<file path="src/hsi_pkg.sv">
// ----------------------------------------------------------------------------
// hsi_pkg
// Shared widths, register indexes and beat types for the horizontal shear
// interpolator.
// ----------------------------------------------------------------------------
package hsi_pkg;

  localparam int DIM_W      = 13;  // image_width / image_height registers
  localparam int SLOPE_W    = 16;  // slope register, unsigned fixed point
  localparam int PIX_W      = 8;
  localparam int CFG_IDX_W  = 3;
  localparam int CFG_DATA_W = 16;

  // shared multiplier operand widths (signed)
  localparam int MUL_A_W = DIM_W + 1;            // dimension or pixel difference
  localparam int MUL_B_W = SLOPE_W + 1;          // slope or blend fraction
  localparam int MUL_P_W = MUL_A_W + MUL_B_W;

  localparam logic [CFG_IDX_W-1:0] REG_IMAGE_WIDTH  = 3'd0;
  localparam logic [CFG_IDX_W-1:0] REG_IMAGE_HEIGHT = 3'd1;
  localparam logic [CFG_IDX_W-1:0] REG_SLOPE        = 3'd2;
  localparam logic [CFG_IDX_W-1:0] REG_DIRECTION    = 3'd3;
  localparam logic [CFG_IDX_W-1:0] REG_FILL_VALUE   = 3'd4;

  typedef struct packed {
    logic run_last;
    logic row_end;
    logic image_end;
    logic clipped;
  } flags_t;

  typedef struct packed {
    logic [PIX_W-1:0] pix;
    flags_t           flags;
  } beat_t;

endpackage

</file>
<file path="src/hsi_mul.sv">
// ----------------------------------------------------------------------------
// hsi_mul
// Shared signed multiplier with a registered product. Used for the row
// shift, the skew and every blend.
// ----------------------------------------------------------------------------
module hsi_mul (
  input  logic                                clk,
  input  logic                                en,
  input  logic signed [hsi_pkg::MUL_A_W-1:0]  a,
  input  logic signed [hsi_pkg::MUL_B_W-1:0]  b,
  output logic signed [hsi_pkg::MUL_P_W-1:0]  prod
);

  always_ff @(posedge clk) begin
    if (en) begin
      prod <= a * b;
    end
  end

endmodule

</file>
<file path="src/hsi_obuf.sv">
// ----------------------------------------------------------------------------
// hsi_obuf
// Single output register on the valid/stall result channel.
// ----------------------------------------------------------------------------
module hsi_obuf (
  input  logic           clk,
  input  logic           rst,
  input  logic           load,
  input  hsi_pkg::beat_t din,
  output logic           ok,
  output logic           valid,
  input  logic           stall,
  output hsi_pkg::beat_t dout
);

  assign ok = !valid || !stall;

  always_ff @(posedge clk) begin
    if (rst) begin
      valid <= 1'b0;
    end else if (load) begin
      valid <= 1'b1;
    end else if (!stall) begin
      valid <= 1'b0;
    end
  end

  always_ff @(posedge clk) begin
    if (load) begin
      dout <= din;
    end
  end

endmodule

</file>
<file path="src/horizontal_shear_interp.sv">
// ----------------------------------------------------------------------------
// horizontal_shear_interp
// Streams a raster image through a horizontal shear with linear blending.
//
// Pixels enter one at a time; the sheared image leaves in raster order with
// rows skew+1 pixels wider than the source. One signed multiplier, shared
// under a small sequencer, forms the row shift, the skew and each blend, so
// the block holds one pixel at a time. A middle pixel runs the blend
// multiply and output; a row's first pixel first runs the shift multiply
// and load and k leading fill beats (k = whole part of the row shift);
// a row's last pixel adds the skew multiply and load, the closing blend and
// the trailing fill beats; result-channel stalls hold them. Configuration
// registers may be written between pixels and take effect on the next one.
// ----------------------------------------------------------------------------
module horizontal_shear_interp #(
  parameter int MAX_WIDTH  = 4096,
  parameter int MAX_HEIGHT = 4096,
  parameter int MAX_SKEW   = 62,
  parameter int FRAC_BITS  = 12
) (
  input  logic                             clk,
  input  logic                             rst,
  // configuration
  input  logic                             cfg_we,
  input  logic [hsi_pkg::CFG_IDX_W-1:0]    cfg_addr,
  input  logic [hsi_pkg::CFG_DATA_W-1:0]   cfg_data,
  // source pixels
  input  logic                             in_valid,
  output logic                             in_stall,
  input  logic [hsi_pkg::PIX_W-1:0]        pixel,
  // sheared pixels
  output logic                             out_valid,
  input  logic                             out_stall,
  output logic [hsi_pkg::PIX_W-1:0]        out_pixel,
  output logic                             run_last,
  output logic                             row_end,
  output logic                             image_end,
  output logic                             clipped
);

  localparam int DIM_MAX = (1 << hsi_pkg::DIM_W) - 1;
  localparam int W_EFF   = (MAX_WIDTH < DIM_MAX) ? MAX_WIDTH : DIM_MAX;
  localparam int H_EFF   = (MAX_HEIGHT < DIM_MAX) ? MAX_HEIGHT : DIM_MAX;
  localparam int COL_W   = (W_EFF > 1) ? $clog2(W_EFF) : 1;
  localparam int ROW_W   = (H_EFF > 1) ? $clog2(H_EFF) : 1;
  localparam int SKEW_W  = (MAX_SKEW > 1) ? $clog2(MAX_SKEW + 1) : 1;
  localparam int SH_W    = SKEW_W + FRAC_BITS;
  localparam int DW      = hsi_pkg::DIM_W;
  localparam int PW      = hsi_pkg::PIX_W;
  localparam int PRW     = hsi_pkg::MUL_P_W;

  localparam logic [PRW-1:0]  SHIFT_CAP = PRW'(MAX_SKEW) << FRAC_BITS;
  localparam logic [SH_W-1:0] CAP_SH    = SH_W'(MAX_SKEW) << FRAC_BITS;
  localparam logic [PRW-1:0]  HALF      = PRW'(1) << (FRAC_BITS - 1);

  localparam logic [3:0] S_IDLE      = 4'd0;
  localparam logic [3:0] S_SHIFT_MUL = 4'd1;
  localparam logic [3:0] S_SHIFT_LD  = 4'd2;
  localparam logic [3:0] S_LEAD      = 4'd3;
  localparam logic [3:0] S_BLEND_MUL = 4'd4;
  localparam logic [3:0] S_BLEND_OUT = 4'd5;
  localparam logic [3:0] S_SKEW_MUL  = 4'd6;
  localparam logic [3:0] S_SKEW_LD   = 4'd7;
  localparam logic [3:0] S_CLOSE_MUL = 4'd8;
  localparam logic [3:0] S_CLOSE_OUT = 4'd9;
  localparam logic [3:0] S_TRAIL     = 4'd10;

  // configuration registers
  logic [DW-1:0]                   image_width;
  logic [DW-1:0]                   image_height;
  logic [hsi_pkg::SLOPE_W-1:0]     slope;
  logic                            direction;
  logic [PW-1:0]                   fill_value;

  // sequencer state
  logic [3:0]        state;
  logic [COL_W-1:0]  column_count;
  logic [ROW_W-1:0]  row_count;
  logic [SH_W-1:0]   shift_accum;
  logic [PW-1:0]     previous_pixel;
  logic              row_clipped;
  logic [SKEW_W-1:0] run_cnt;
  logic [PW-1:0]     cur_pix;
  logic              first;
  logic              last;

  logic [DW-1:0]     w;
  logic [DW-1:0]     h;
  logic              col_end;
  logic              row_last;
  logic [DW-1:0]     re;

  logic                                  mul_en;
  logic signed [hsi_pkg::MUL_A_W-1:0]    mul_a;
  logic signed [hsi_pkg::MUL_B_W-1:0]    mul_b;
  logic signed [PRW-1:0]                 prod;
  logic [PRW-1:0]                        prod_u;

  logic              clip;
  logic [SH_W-1:0]   shift_next;
  logic [SKEW_W-1:0] k_next;
  logic [SKEW_W-1:0] k;
  logic [FRAC_BITS-1:0] f;
  logic [PRW-1:0]    sk;
  logic [SKEW_W-1:0] skew;
  logic [SKEW_W-1:0] trail;

  logic [PW-1:0]     blend_a;
  logic [PW-1:0]     blend_b;
  logic signed [PW:0] diff;
  logic signed [PRW-1:0] rsum;
  logic signed [PRW-1:0] delta;
  logic [PW-1:0]     base;
  logic [PW-1:0]     blend_pix;

  logic              ok;
  logic              load;
  hsi_pkg::beat_t    beat;
  hsi_pkg::beat_t    ob;

  // ---- configuration ----
  always_ff @(posedge clk) begin
    if (rst) begin
      image_width  <= DW'(1);
      image_height <= DW'(1);
      slope        <= '0;
      direction    <= 1'b0;
      fill_value   <= '0;
    end else if (cfg_we) begin
      case (cfg_addr)
        hsi_pkg::REG_IMAGE_WIDTH:  image_width  <= cfg_data[DW-1:0];
        hsi_pkg::REG_IMAGE_HEIGHT: image_height <= cfg_data[DW-1:0];
        hsi_pkg::REG_SLOPE:        slope        <= cfg_data[hsi_pkg::SLOPE_W-1:0];
        hsi_pkg::REG_DIRECTION:    direction    <= cfg_data[0];
        hsi_pkg::REG_FILL_VALUE:   fill_value   <= cfg_data[PW-1:0];
        default: ;
      endcase
    end
  end

  // ---- clamped dimensions and row/column bookkeeping ----
  always_comb begin
    if (image_width == '0) begin
      w = DW'(1);
    end else if (32'(image_width) > 32'(MAX_WIDTH)) begin
      w = DW'(MAX_WIDTH);
    end else begin
      w = image_width;
    end
    if (image_height == '0) begin
      h = DW'(1);
    end else if (32'(image_height) > 32'(MAX_HEIGHT)) begin
      h = DW'(MAX_HEIGHT);
    end else begin
      h = image_height;
    end
  end

  assign col_end  = ((DW+1)'(column_count) + (DW+1)'(1)) >= (DW+1)'(w);
  assign row_last = ((DW+1)'(row_count) + (DW+1)'(1)) >= (DW+1)'(h);

  always_comb begin
    if (!direction) begin
      re = DW'(row_count);
    end else if (DW'(row_count) >= h) begin
      re = '0;
    end else begin
      re = h - DW'(1) - DW'(row_count);
    end
  end

  // ---- shared multiplier ----
  assign blend_a = (state == S_CLOSE_MUL) ? cur_pix : (first ? fill_value : previous_pixel);
  assign blend_b = (state == S_CLOSE_MUL) ? fill_value : cur_pix;
  assign diff    = $signed({1'b0, blend_a}) - $signed({1'b0, blend_b});

  always_comb begin
    mul_en = 1'b0;
    mul_a  = $signed({1'b0, re});
    mul_b  = $signed({1'b0, slope});
    case (state)
      S_SHIFT_MUL: begin
        mul_en = 1'b1;
      end
      S_SKEW_MUL: begin
        mul_en = 1'b1;
        mul_a  = $signed({1'b0, h});
      end
      S_BLEND_MUL, S_CLOSE_MUL: begin
        mul_en = 1'b1;
        mul_a  = $signed({{(hsi_pkg::MUL_A_W-PW-1){diff[PW]}}, diff});
        mul_b  = $signed({{(hsi_pkg::MUL_B_W-FRAC_BITS){1'b0}}, f});
      end
      default: ;
    endcase
  end

  hsi_mul u_mul (
    .clk  (clk),
    .en   (mul_en),
    .a    (mul_a),
    .b    (mul_b),
    .prod (prod)
  );

  assign prod_u = prod;

  // row shift, capped
  assign clip       = prod_u > SHIFT_CAP;
  assign shift_next = clip ? CAP_SH : prod_u[SH_W-1:0];
  assign k_next     = shift_next[SH_W-1 -: SKEW_W];
  assign k          = shift_accum[SH_W-1 -: SKEW_W];
  assign f          = shift_accum[FRAC_BITS-1:0];

  // skew and trailing fill count
  assign sk    = prod_u >> FRAC_BITS;
  assign skew  = (sk > PRW'(MAX_SKEW)) ? SKEW_W'(MAX_SKEW) : sk[SKEW_W-1:0];
  assign trail = (skew > k) ? (skew - k) : '0;

  // blend = b + round(f*(a-b) / ONE), halves up
  assign rsum      = prod + $signed(HALF);
  assign delta     = rsum >>> FRAC_BITS;
  assign base      = (state == S_CLOSE_OUT) ? fill_value : cur_pix;
  assign blend_pix = base + delta[PW-1:0];

  // ---- result beats ----
  always_comb begin
    load                 = 1'b0;
    beat.pix             = fill_value;
    beat.flags.run_last  = 1'b0;
    beat.flags.row_end   = 1'b0;
    beat.flags.image_end = 1'b0;
    beat.flags.clipped   = row_clipped;
    case (state)
      S_LEAD: begin
        load = ok;
      end
      S_BLEND_OUT: begin
        load                = ok;
        beat.pix            = blend_pix;
        beat.flags.run_last = !last;
      end
      S_CLOSE_OUT: begin
        load     = ok;
        beat.pix = blend_pix;
        if (run_cnt == '0) begin
          beat.flags.run_last  = 1'b1;
          beat.flags.row_end   = 1'b1;
          beat.flags.image_end = row_last;
        end
      end
      S_TRAIL: begin
        load = ok;
        if (run_cnt == SKEW_W'(1)) begin
          beat.flags.run_last  = 1'b1;
          beat.flags.row_end   = 1'b1;
          beat.flags.image_end = row_last;
        end
      end
      default: ;
    endcase
  end

  hsi_obuf u_obuf (
    .clk   (clk),
    .rst   (rst),
    .load  (load),
    .din   (beat),
    .ok    (ok),
    .valid (out_valid),
    .stall (out_stall),
    .dout  (ob)
  );

  assign out_pixel = ob.pix;
  assign run_last  = ob.flags.run_last;
  assign row_end   = ob.flags.row_end;
  assign image_end = ob.flags.image_end;
  assign clipped   = ob.flags.clipped;

  assign in_stall = (state != S_IDLE);

  // ---- sequencer ----
  always_ff @(posedge clk) begin
    if (rst) begin
      state          <= S_IDLE;
      column_count   <= '0;
      row_count      <= '0;
      shift_accum    <= '0;
      previous_pixel <= '0;
      row_clipped    <= 1'b0;
      run_cnt        <= '0;
      cur_pix        <= '0;
      first          <= 1'b0;
      last           <= 1'b0;
    end else begin
      case (state)
        S_IDLE: begin
          if (in_valid) begin
            cur_pix <= pixel;
            first   <= (column_count == '0);
            last    <= col_end;
            state   <= (column_count == '0) ? S_SHIFT_MUL : S_BLEND_MUL;
          end
        end
        S_SHIFT_MUL: begin
          state <= S_SHIFT_LD;
        end
        S_SHIFT_LD: begin
          shift_accum <= shift_next;
          row_clipped <= clip;
          run_cnt     <= k_next;
          state       <= (k_next != '0) ? S_LEAD : S_BLEND_MUL;
        end
        S_LEAD: begin
          if (ok) begin
            run_cnt <= run_cnt - SKEW_W'(1);
            if (run_cnt == SKEW_W'(1)) begin
              state <= S_BLEND_MUL;
            end
          end
        end
        S_BLEND_MUL: begin
          state <= S_BLEND_OUT;
        end
        S_BLEND_OUT: begin
          if (ok) begin
            if (last) begin
              state <= S_SKEW_MUL;
            end else begin
              column_count   <= column_count + COL_W'(1);
              previous_pixel <= cur_pix;
              state          <= S_IDLE;
            end
          end
        end
        S_SKEW_MUL: begin
          state <= S_SKEW_LD;
        end
        S_SKEW_LD: begin
          run_cnt <= trail;
          state   <= S_CLOSE_MUL;
        end
        S_CLOSE_MUL: begin
          state <= S_CLOSE_OUT;
        end
        S_CLOSE_OUT, S_TRAIL: begin
          if (ok) begin
            if (state == S_TRAIL) begin
              run_cnt <= run_cnt - SKEW_W'(1);
            end
            if ((state == S_CLOSE_OUT && run_cnt == '0) ||
                (state == S_TRAIL && run_cnt == SKEW_W'(1))) begin
              // row done
              column_count   <= '0;
              row_count      <= row_last ? '0 : row_count + ROW_W'(1);
              previous_pixel <= cur_pix;
              state          <= S_IDLE;
            end else begin
              state <= S_TRAIL;
            end
          end
        end
        default: begin
          state <= S_IDLE;
        end
      endcase
    end
  end

  // ---- checks ----
  a_busy_after_accept: assert property (@(posedge clk) disable iff (rst)
    in_valid && !in_stall |=> in_stall)
    else $error("pixel accepted while previous one still in work");

  a_clip_at_cap: assert property (@(posedge clk) disable iff (rst)
    row_clipped |-> shift_accum == CAP_SH)
    else $error("clipped row with shift other than the cap");

  a_image_end_closes: assert property (@(posedge clk) disable iff (rst)
    load && beat.flags.image_end |-> beat.flags.row_end && beat.flags.run_last)
    else $error("image end beat does not close the row and the run");

  a_trail_count: assert property (@(posedge clk) disable iff (rst)
    state == S_TRAIL |-> run_cnt != '0)
    else $error("trailing fill with empty count");

endmodule
</file>
<file path="config.mk">
export PLATFORM = sky130hd
export DESIGN_NAME = horizontal_shear_interp
export DESIGN_NICKNAME = d
export VERILOG_FILES = /design/src/hsi_pkg.sv /design/src/hsi_mul.sv /design/src/hsi_obuf.sv /design/src/horizontal_shear_interp.sv
export SDC_FILE = /design/constraint.sdc
export NUM_CORES = 1
export LEC_CHECK = 0
export BUFFER_PORTS_ARGS = -buffer_cell sky130_fd_sc_hd__buf_4
export CAP_MARGIN = 25
export CORE_MARGIN = 2
export CORE_UTILIZATION = 40
export CTS_BUF_LIST = sky130_fd_sc_hd__clkbuf_4 sky130_fd_sc_hd__clkbuf_8 sky130_fd_sc_hd__clkbuf_16
export DETAILED_ROUTE_END_ITERATION = 12
export GPL_TIMING_DRIVEN = 0
export REMOVE_ABC_BUFFERS = 1
export SLEW_MARGIN = 5
export SYNTH_ARGS = -nofsm -noshare
export SYNTH_HDL_FRONTEND = slang
export SYNTH_SLANG_ARGS = --single-unit
</file>
<file path="constraint.sdc">
create_clock -name clk -period 12.2 [get_ports clk]
set_input_delay 2.44 -clock clk [delete_from_list [all_inputs] [get_ports clk]]
set_output_delay 2.44 -clock clk [all_outputs]
set_load 0.02 [all_outputs]
</file>
==> summary.md, run 1 <==
| Metric | Value |
|---|---|
| Hold depth | 2 |
| Synth top area share | 0.189 |
| Reg-to-Reg End | u_mul.prod[29] |
| Minimum clock period | between 10 and 15 ns |
| CP Data Arrival Time | 11.23 ns |
| DR iter-0 viols | slightly above 1k |
| DP Worst Slack | approximately 1.2 ns |
| Setup TNS | 0 ns |
| CTS sink cnt | between 150 and 200 |
| Total CTS buffers | 17 |
| Die Ht | 216 um |
| Max Transition Viols Final | 0 |
| Placed cell count | around 2.8k |
| Ys async rst share | 0 |
| Worst Clk Skew | between 0.01 and 0.015 ns |
| Hpwl dp | roughly 40 mm |
| Cell taking the most area after synthesis | fa_1 |
| RSZ-0062 raised after global routing | false |
| Most common cell after layout, fill and taps aside | nand2_1 |
| Final setup violating endpoints | 0 |
| Sw Share | 0.375 |
| R2R Setup Slk | between 1 and 1.5 ns |
| Synth cell types | between 80 and 90 |
| R2R Path Start | state[3] |
| Largest net degree at the start of global routing | between 60 and 70 |
| Die ar. | approximately 0.047 sq mm |
| Fillers | 4387 |
| Post-synth top flop | dfxtp_1 |
| Maximum clock rate | 0.0909 GHz |
| CP Data Required Time | roughly 12 ns |
| Rel. slew slack | 0.333 |
| First-pass GRT wire length | between 80 and 90 mm |
| Total GRT Usage | 0.221 |
| Top cells by area, synth | fa_1, dfxtp_1, ha_1 |
| Endpoint of the worst hold path | previous_pixel[2] |
| Met2 Use GR | 0.363 |
| Slew @ Worst Pin | around 0.97 ns |
| Clock slew at reported path FFs | ~0.070 ns |
| Sequential Power Share | 0.381 |
| Final setup margin | 1.20 ns |
| Global routing usage on met3 | 0.0378 |
| Nets | approximately 2.6k |
| Vias per cell | between 5 and 6 |
| Mean Syn Cell Area | approximately 8.3 sq um |
| Clock power frac | 0.311 |
| Final Cycle Share | 0.901 |
| Remaining antenna violation count | 0 |
| Fin cells | ~2.8k |
| CP peak stage delay | between 0.7 and 0.8 ns |
| Root buffer cell | clkbuf_16 |
| Cell seen most often among critical-path stages | fa_1 |
| Cts hold-fix bufs | 0 |
| Setup Fix Bufs, Post-CTS | 0 |
| CTS max path bufs | 2 |
| I/O pins | between 40 and 50 |
| Seq/Total Area, Yosys | 0.208 |
| Worst vdd ir | 0.0863 mV |
| Crit Path Category | register to register |
| Ys Warns | 0 |
| Worst Reg-to-Reg Cells | 31 |
| Num rows | 77 |
| CP delay by family, top | adder cells |
| Pre-Repair DR Iteration Count | 5 |
| CP startpoint kind | register |
| Share of layout cells above drive strength 1 | 0.0634 |
| Die X | around 220 um |
| P_int | between 0.001 and 0.0015 W |
| Synth Register Bits | 166 |
| Met1 Track Usage GR | 0.296 |
| Most frequent cells in the layout | nand2_1, inv_1, nor2_1, ha_1, fa_1 |
| Vias | between 15k and 20k |
| Mapped cell area | 0.0180 sq mm |
| Pwr per Cell Area | ~100 mW/mm^2 |
| Hold Crit Class | register to register |
| Hold path startpoint | previous_pixel[2] |
| Critical Path Fanout Max | 16 |
| CTS tree | yes |
| # resized after CTS | 0 |
| Initial Utilization | 0.407 |
| Area Overhead vs Synth | 8.75% |
| Worst path bufs/invs | 6 |
| Status | finished, final reports clean |
| Global route overflow | 0 |
| Syn Inst Count | between 2k and 2.5k |
| Switching pwr | 0.000737 W |
| Count of final hold-check violations | 0 |
| Leak pwr | 8.87 nW |
| Vias in the first global route | around 15k |
| Port Buf Inserts | 45 |
| H-Tree Depth | 4 |
| Latest clock arrival within the worst-skew pair | between 0.4 and 0.5 ns |
| WL/cell | 17.9 um |
| Routability cong. | roughly 0.89 |
| Number of synthesized flops with an enable pin | 43 |
| Gr busiest metal | met2 |
| DRC | 0 |
| Worst setup EP type | register |
| Core ar. | 0.0443 sq mm |
| Initial antenna violation count | 0 |
| Combinational power share | 0.308 |
| DRT Wirelength | between 40 and 50 mm |
| CP max stage cell | o21ai_1 |
| Max-Cap Viols | 0 |
| # diodes | 0 |
-- final cells by class --
type	count	area, sq um	share of cell area
Clock buffer	20	500	0.0255
Clock inverter	12	150	0.00766
Inverter	269	1010	0.0515
Multi-Input combinational cell	1662	12900	0.659
Sequential cell	166	3750	0.192
Tap cell	592	741	0.0378
Timing Repair Buffer	65	531	0.0271
-- worst max path at each step --
stage | start | to | slack (ns) | cells past startpoint
after CTS | state[3] | u_mul.prod[29] | 1.24 | 31
after detailed placement | state[3] | u_mul.prod[29] | 1.25 | 31
after global placement | state[3] | u_mul.prod[29] | -0.19 | 30
after global routing | state[3] | u_mul.prod[29] | 0.64 | 31
final | state[3] | u_mul.prod[29] | 1.20 | 31
after floorplan | state[3] | u_mul.prod[28] | 2.16 | 28
-- registers in the layout, summed over array words and instances (netlist names), 4 cells and up --
signal and cells:
column_count 12, state 4, fill_value 8, shift_accum 18, run_cnt 6, slope 16, previous_pixel 8, u_obuf.dout 12
image_width 13, image_height 13, row_count 12, u_mul.prod 31, cur_pix 8
-- power by group through the flow --
stage          logic (W)  registers (W)  clock network (W)
2_1_floorplan   0.000405       0.000739                  0
6_report        0.000606       0.000748           0.000611
5_1_grt         0.000678       0.000758           0.000647
4_1_cts         0.000603       0.000748           0.000625
3_5_place_dp    0.000599       0.000759                  0
3_3_place_gp    0.000583       0.000759                  0
-- cells by family (layout without fill, tap and decap cells) --
group                    after synthesis  count (layout)  share of synthesized area
multiplexers                          44              44                     0.0253
adder cells (fa/ha/maj)              362             362                      0.322
buffers and inverters                350             366                     0.0765
AND/OR/NAND/NOR                      788             788                      0.191
XOR/XNOR                              74              74                     0.0360
flip-flops                           166             166                      0.208
AO/OA/AOI/OAI                        394             394                      0.141
-- per-stage QoR --
stage / hold slack [ns] / utilization / total power (W) / cell area (sq um)
floorplan: 0.409 / - / 0.00114 / 17700
global placement: 0.446 / 0.423 / 0.00134 / 18700
CTS: 0.463 / 0.441 / 0.00198 / 19600
finish: 0.464 / 0.442 / 0.00197 / 19600
detailed placement: 0.453 / 0.427 / 0.00136 / 18900
global route: 0.481 / 0.442 / 0.00208 / 19600
-- worst register-to-register path, delay by kind of cell, from the launching register on --
family	cells	cell delay, ns
adder cells (fa/ha/maj)	9	4.09
AO/OA/AOI/OAI	8	2.85
AND/OR/NAND/NOR	6	1.49
buffers and inverters	6	0.92
multiplexers	2	0.72
flip-flops	1	0.68
-- Yosys cell counts, drive strengths merged, types with 16 or more instances --
cell and n:
nor2b 16, dfxtp 123, nor2 234, and2 19
nand3 39, o21ai 89, fa 170, nand2b 17
clkbuf 46, a21oi 141, ha 191, nand2 346
xor2 25, nor3 42, mux2i 31, buf 35
xnor2 49, a211oi 18, edfxtp 43, a22oi 18
inv 269
-- layer usage --
layer,up-vias,routed length (um),part of all wire
met3,61,2520,0.051
met4,0,1270,0.026
li1,7263,-,-
met1,7368,22700,0.46
met2,363,23300,0.47
met5,-,0,0
No activity file was read; power rests on OpenSTA's default activity.
==> run 2: changes to the inputs <==
--- a/config.mk
+++ b/config.mk
@@ -12,8 +12,9 @@
 export CTS_BUF_LIST = sky130_fd_sc_hd__clkbuf_4 sky130_fd_sc_hd__clkbuf_8 sky130_fd_sc_hd__clkbuf_16
 export DETAILED_ROUTE_END_ITERATION = 12
 export GPL_TIMING_DRIVEN = 0
+export PLACE_DENSITY = 0.54
 export REMOVE_ABC_BUFFERS = 1
-export SLEW_MARGIN = 5
+export SLEW_MARGIN = 10
 export SYNTH_ARGS = -nofsm -noshare
 export SYNTH_HDL_FRONTEND = slang
 export SYNTH_SLANG_ARGS = --single-unit
==> run 2 against run 1 <==
Against the previous run:
- via count shrank 0.50%
- critical path depth grew 1
- routed wire length grew 2.8%
- sequential share of layout area is essentially flat
- utilization shrank 0.11 points
- die area is the same
- global-route usage grew 0.63 points
- clock power shrank 7.5%
- critical endpoint unchanged
==> summary.md, run 2 (synthesized netlist as in run 1, its figures left out) <==
| Metric | Value |
|---|---|
| Setup TNS | 0 ns (unchanged) |
| CTS max path bufs | 2 (unchanged) |
| Global route overflow | 0 (unchanged) |
| Die X | 216 um (unchanged) |
| I/O pins | 46 (unchanged) |
| Area Overhead vs Synth | 8.48% |
| Largest register FFs | 31 (unchanged) |
| Hold Crit Class | register to register |
| Share of layout cells above drive strength 1 | 0.0635 (+0.000145) |
| Rel. slew slack | 0.280 (-0.0531) |
| Met2 Use GR | 0.374 (+0.0105) |
| Die ar. | 0.0468 sq mm (unchanged) |
| Largest regs | u_mul.prod: 31 flops, shift_accum: 18 flops, slope: 16 flops |
| DRC | 0 (unchanged) |
| Cell seen most often among critical-path stages | fa_1 |
| Met1 Track Usage GR | 0.304 (+0.00807) |
| CP max stage cell | dfxtp_1 |
| Minimum clock period | 10.62 ns (-0.373 ns) |
| CP peak stage delay | 0.64 ns (-0.07 ns) |
| Most common cell after layout, fill and taps aside | nand2_1 |
| Initial antenna violation count | 0 (unchanged) |
| Max Transition Viols Final | 0 (unchanged) |
| Most flops, register | u_mul.prod |
| Worst Clk Skew | 0.0122 ns (-0.00120 ns) |
| Most frequent cells in the layout | nand2_1, inv_1, nor2_1, ha_1, fa_1 |
| Die Ht | 216 um (unchanged) |
| Leak pwr | 8.80 nW (-0.73%) |
| CTS tree | yes |
| # diodes | 0 (unchanged) |
| Vias per cell | 5.39 (-0.33%) |
| Initial Utilization | 0.407 (unchanged) |
| WL/cell | 18.4 um (+3.0%) |
| Routability cong. | 0.897 (+0.38%) |
| H-Tree Depth | 4 (unchanged) |
| Global routing usage on met3 | 0.0418 (+0.00407) |
| DR iter-0 viols | 1123 (+8.3%) |
| Hpwl dp | 40.6 mm (+2.3%) |
| Remaining antenna violation count | 0 (unchanged) |
| # resized after CTS | 0 (unchanged) |
| Setup Fix Bufs, Post-CTS | 0 (unchanged) |
| Final setup violating endpoints | 0 (unchanged) |
| Crit Path Category | register to register |
| Vias | 15.0k (-0.50%) |
| Total CTS buffers | 17 (unchanged) |
| Nets | 2569 (-0.19%) |
| DRT Wirelength | 51.2 mm (+2.8%) |
| Largest net degree at the start of global routing | 126 (+91%) |
| Fin area | 0.0195 sq mm (-0.25%) |
| CP startpoint kind | register |
| Final core utilization | 0.441 (-0.00110) |
| Total GRT Usage | 0.228 (+0.00627) |
| Post-DP Area | 0.0189 sq mm (+0.11%) |
| Critical Path Fanout Max | 17 (+1) |
| Cts hold-fix bufs | 0 (unchanged) |
| Latest clock arrival within the worst-skew pair | 0.48 ns (about the same) |
| Worst vdd ir | 0.112 mV (+29%) |
| CTS sink cnt | 166 (unchanged) |
| Final Cycle Share | 0.871 (-0.0305) |
| Worst setup EP type | register |
| Core ar. | 0.0443 sq mm (unchanged) |
| Max-Cap Viols | 0 (unchanged) |
| Status | finished, final reports clean |
| Root buffer cell | clkbuf_16 |
| Maximum clock rate | 0.0941 GHz (+3.5%) |
| Pwr per Cell Area | 98.7 mW/mm^2 (-1.6%) |
| RSZ-0062 raised after global routing | false |
| Count of final hold-check violations | 0 (unchanged) |
| Gr busiest metal | met2 |
| First-pass GRT wire length | 82.7 mm (+1.6%) |
| Num rows | 77 (unchanged) |
| Clock slew at reported path FFs | 0.07 ns (about the same) |
| Slew @ Worst Pin | 1.08 ns (+0.104 ns) |
| CP Data Required Time | 12.43 ns (about the same) |
| Pre-Repair DR Iteration Count | 5 (unchanged) |
| Port Buf Inserts | 45 (unchanged) |
| Vias in the first global route | 14.9k (-0.75%) |
| CP Data Arrival Time | 10.86 ns (-0.37 ns) |
## run 2: metrics by stage
step | hold WS, ns | setup WS (ns) | total power, W | cells
3_3_place_gp | 0.426 | -0.00947 | 0.00135 | 2734
5_1_grt | 0.445 | 0.903 | 0.00204 | 2781
4_1_cts | 0.442 | 1.65 | 0.00194 | 2779
6_report | 0.441 | 1.58 | 0.00193 | 2781
3_5_place_dp | 0.426 | 1.68 | 0.00137 | 2747
2_1_floorplan | 0.409 | 2.16 | 0.00114 | 2097
## run 2: where the power goes
group          internal [W]  switching [W]
Sequential         0.000660      0.0000859
Combinational      0.000226       0.000392
Clock              0.000309       0.000256
## run 2: path summary, 6_finish.rpt
check         startpoint              to  slack, ns  depth (start not counted)
min          row_clipped  u_obuf.dout[0]       0.44                          0
max reg2reg     state[3]  u_mul.prod[29]       1.58                         32
min reg2reg  row_clipped  u_obuf.dout[0]       0.44                          0
max             state[3]  u_mul.prod[29]       1.58                         32
## run 2: critical path, delay by kind of cell (launching register included)
kind	cells	cell delay, ns
adders and majority gates	9	4.15
and+or+nand+nor	6	1.45
buffers and inverters	7	1.02
AOI/OAI and AO/OA	8	2.39
muxes	2	0.71
DFF	1	0.64
## run 2: layer usage
metal	wire (um)	vias up
met4	1290	0
li1	-	7240
met1	22900	7255
met3	3270	70
met5	0	-
met2	23700	414
## run 2: area by class of cell
cell class / count / area (sq um)
Multi-Input combinational cell: 1662 / 13000
Clock inverter: 11 / 110
Inverter: 269 / 1010
Tap cell: 592 / 741
Sequential cell: 166 / 3750
Timing Repair Buffer: 60 / 494
Clock buffer: 21 / 485
Fill cell: 4503 / 24800
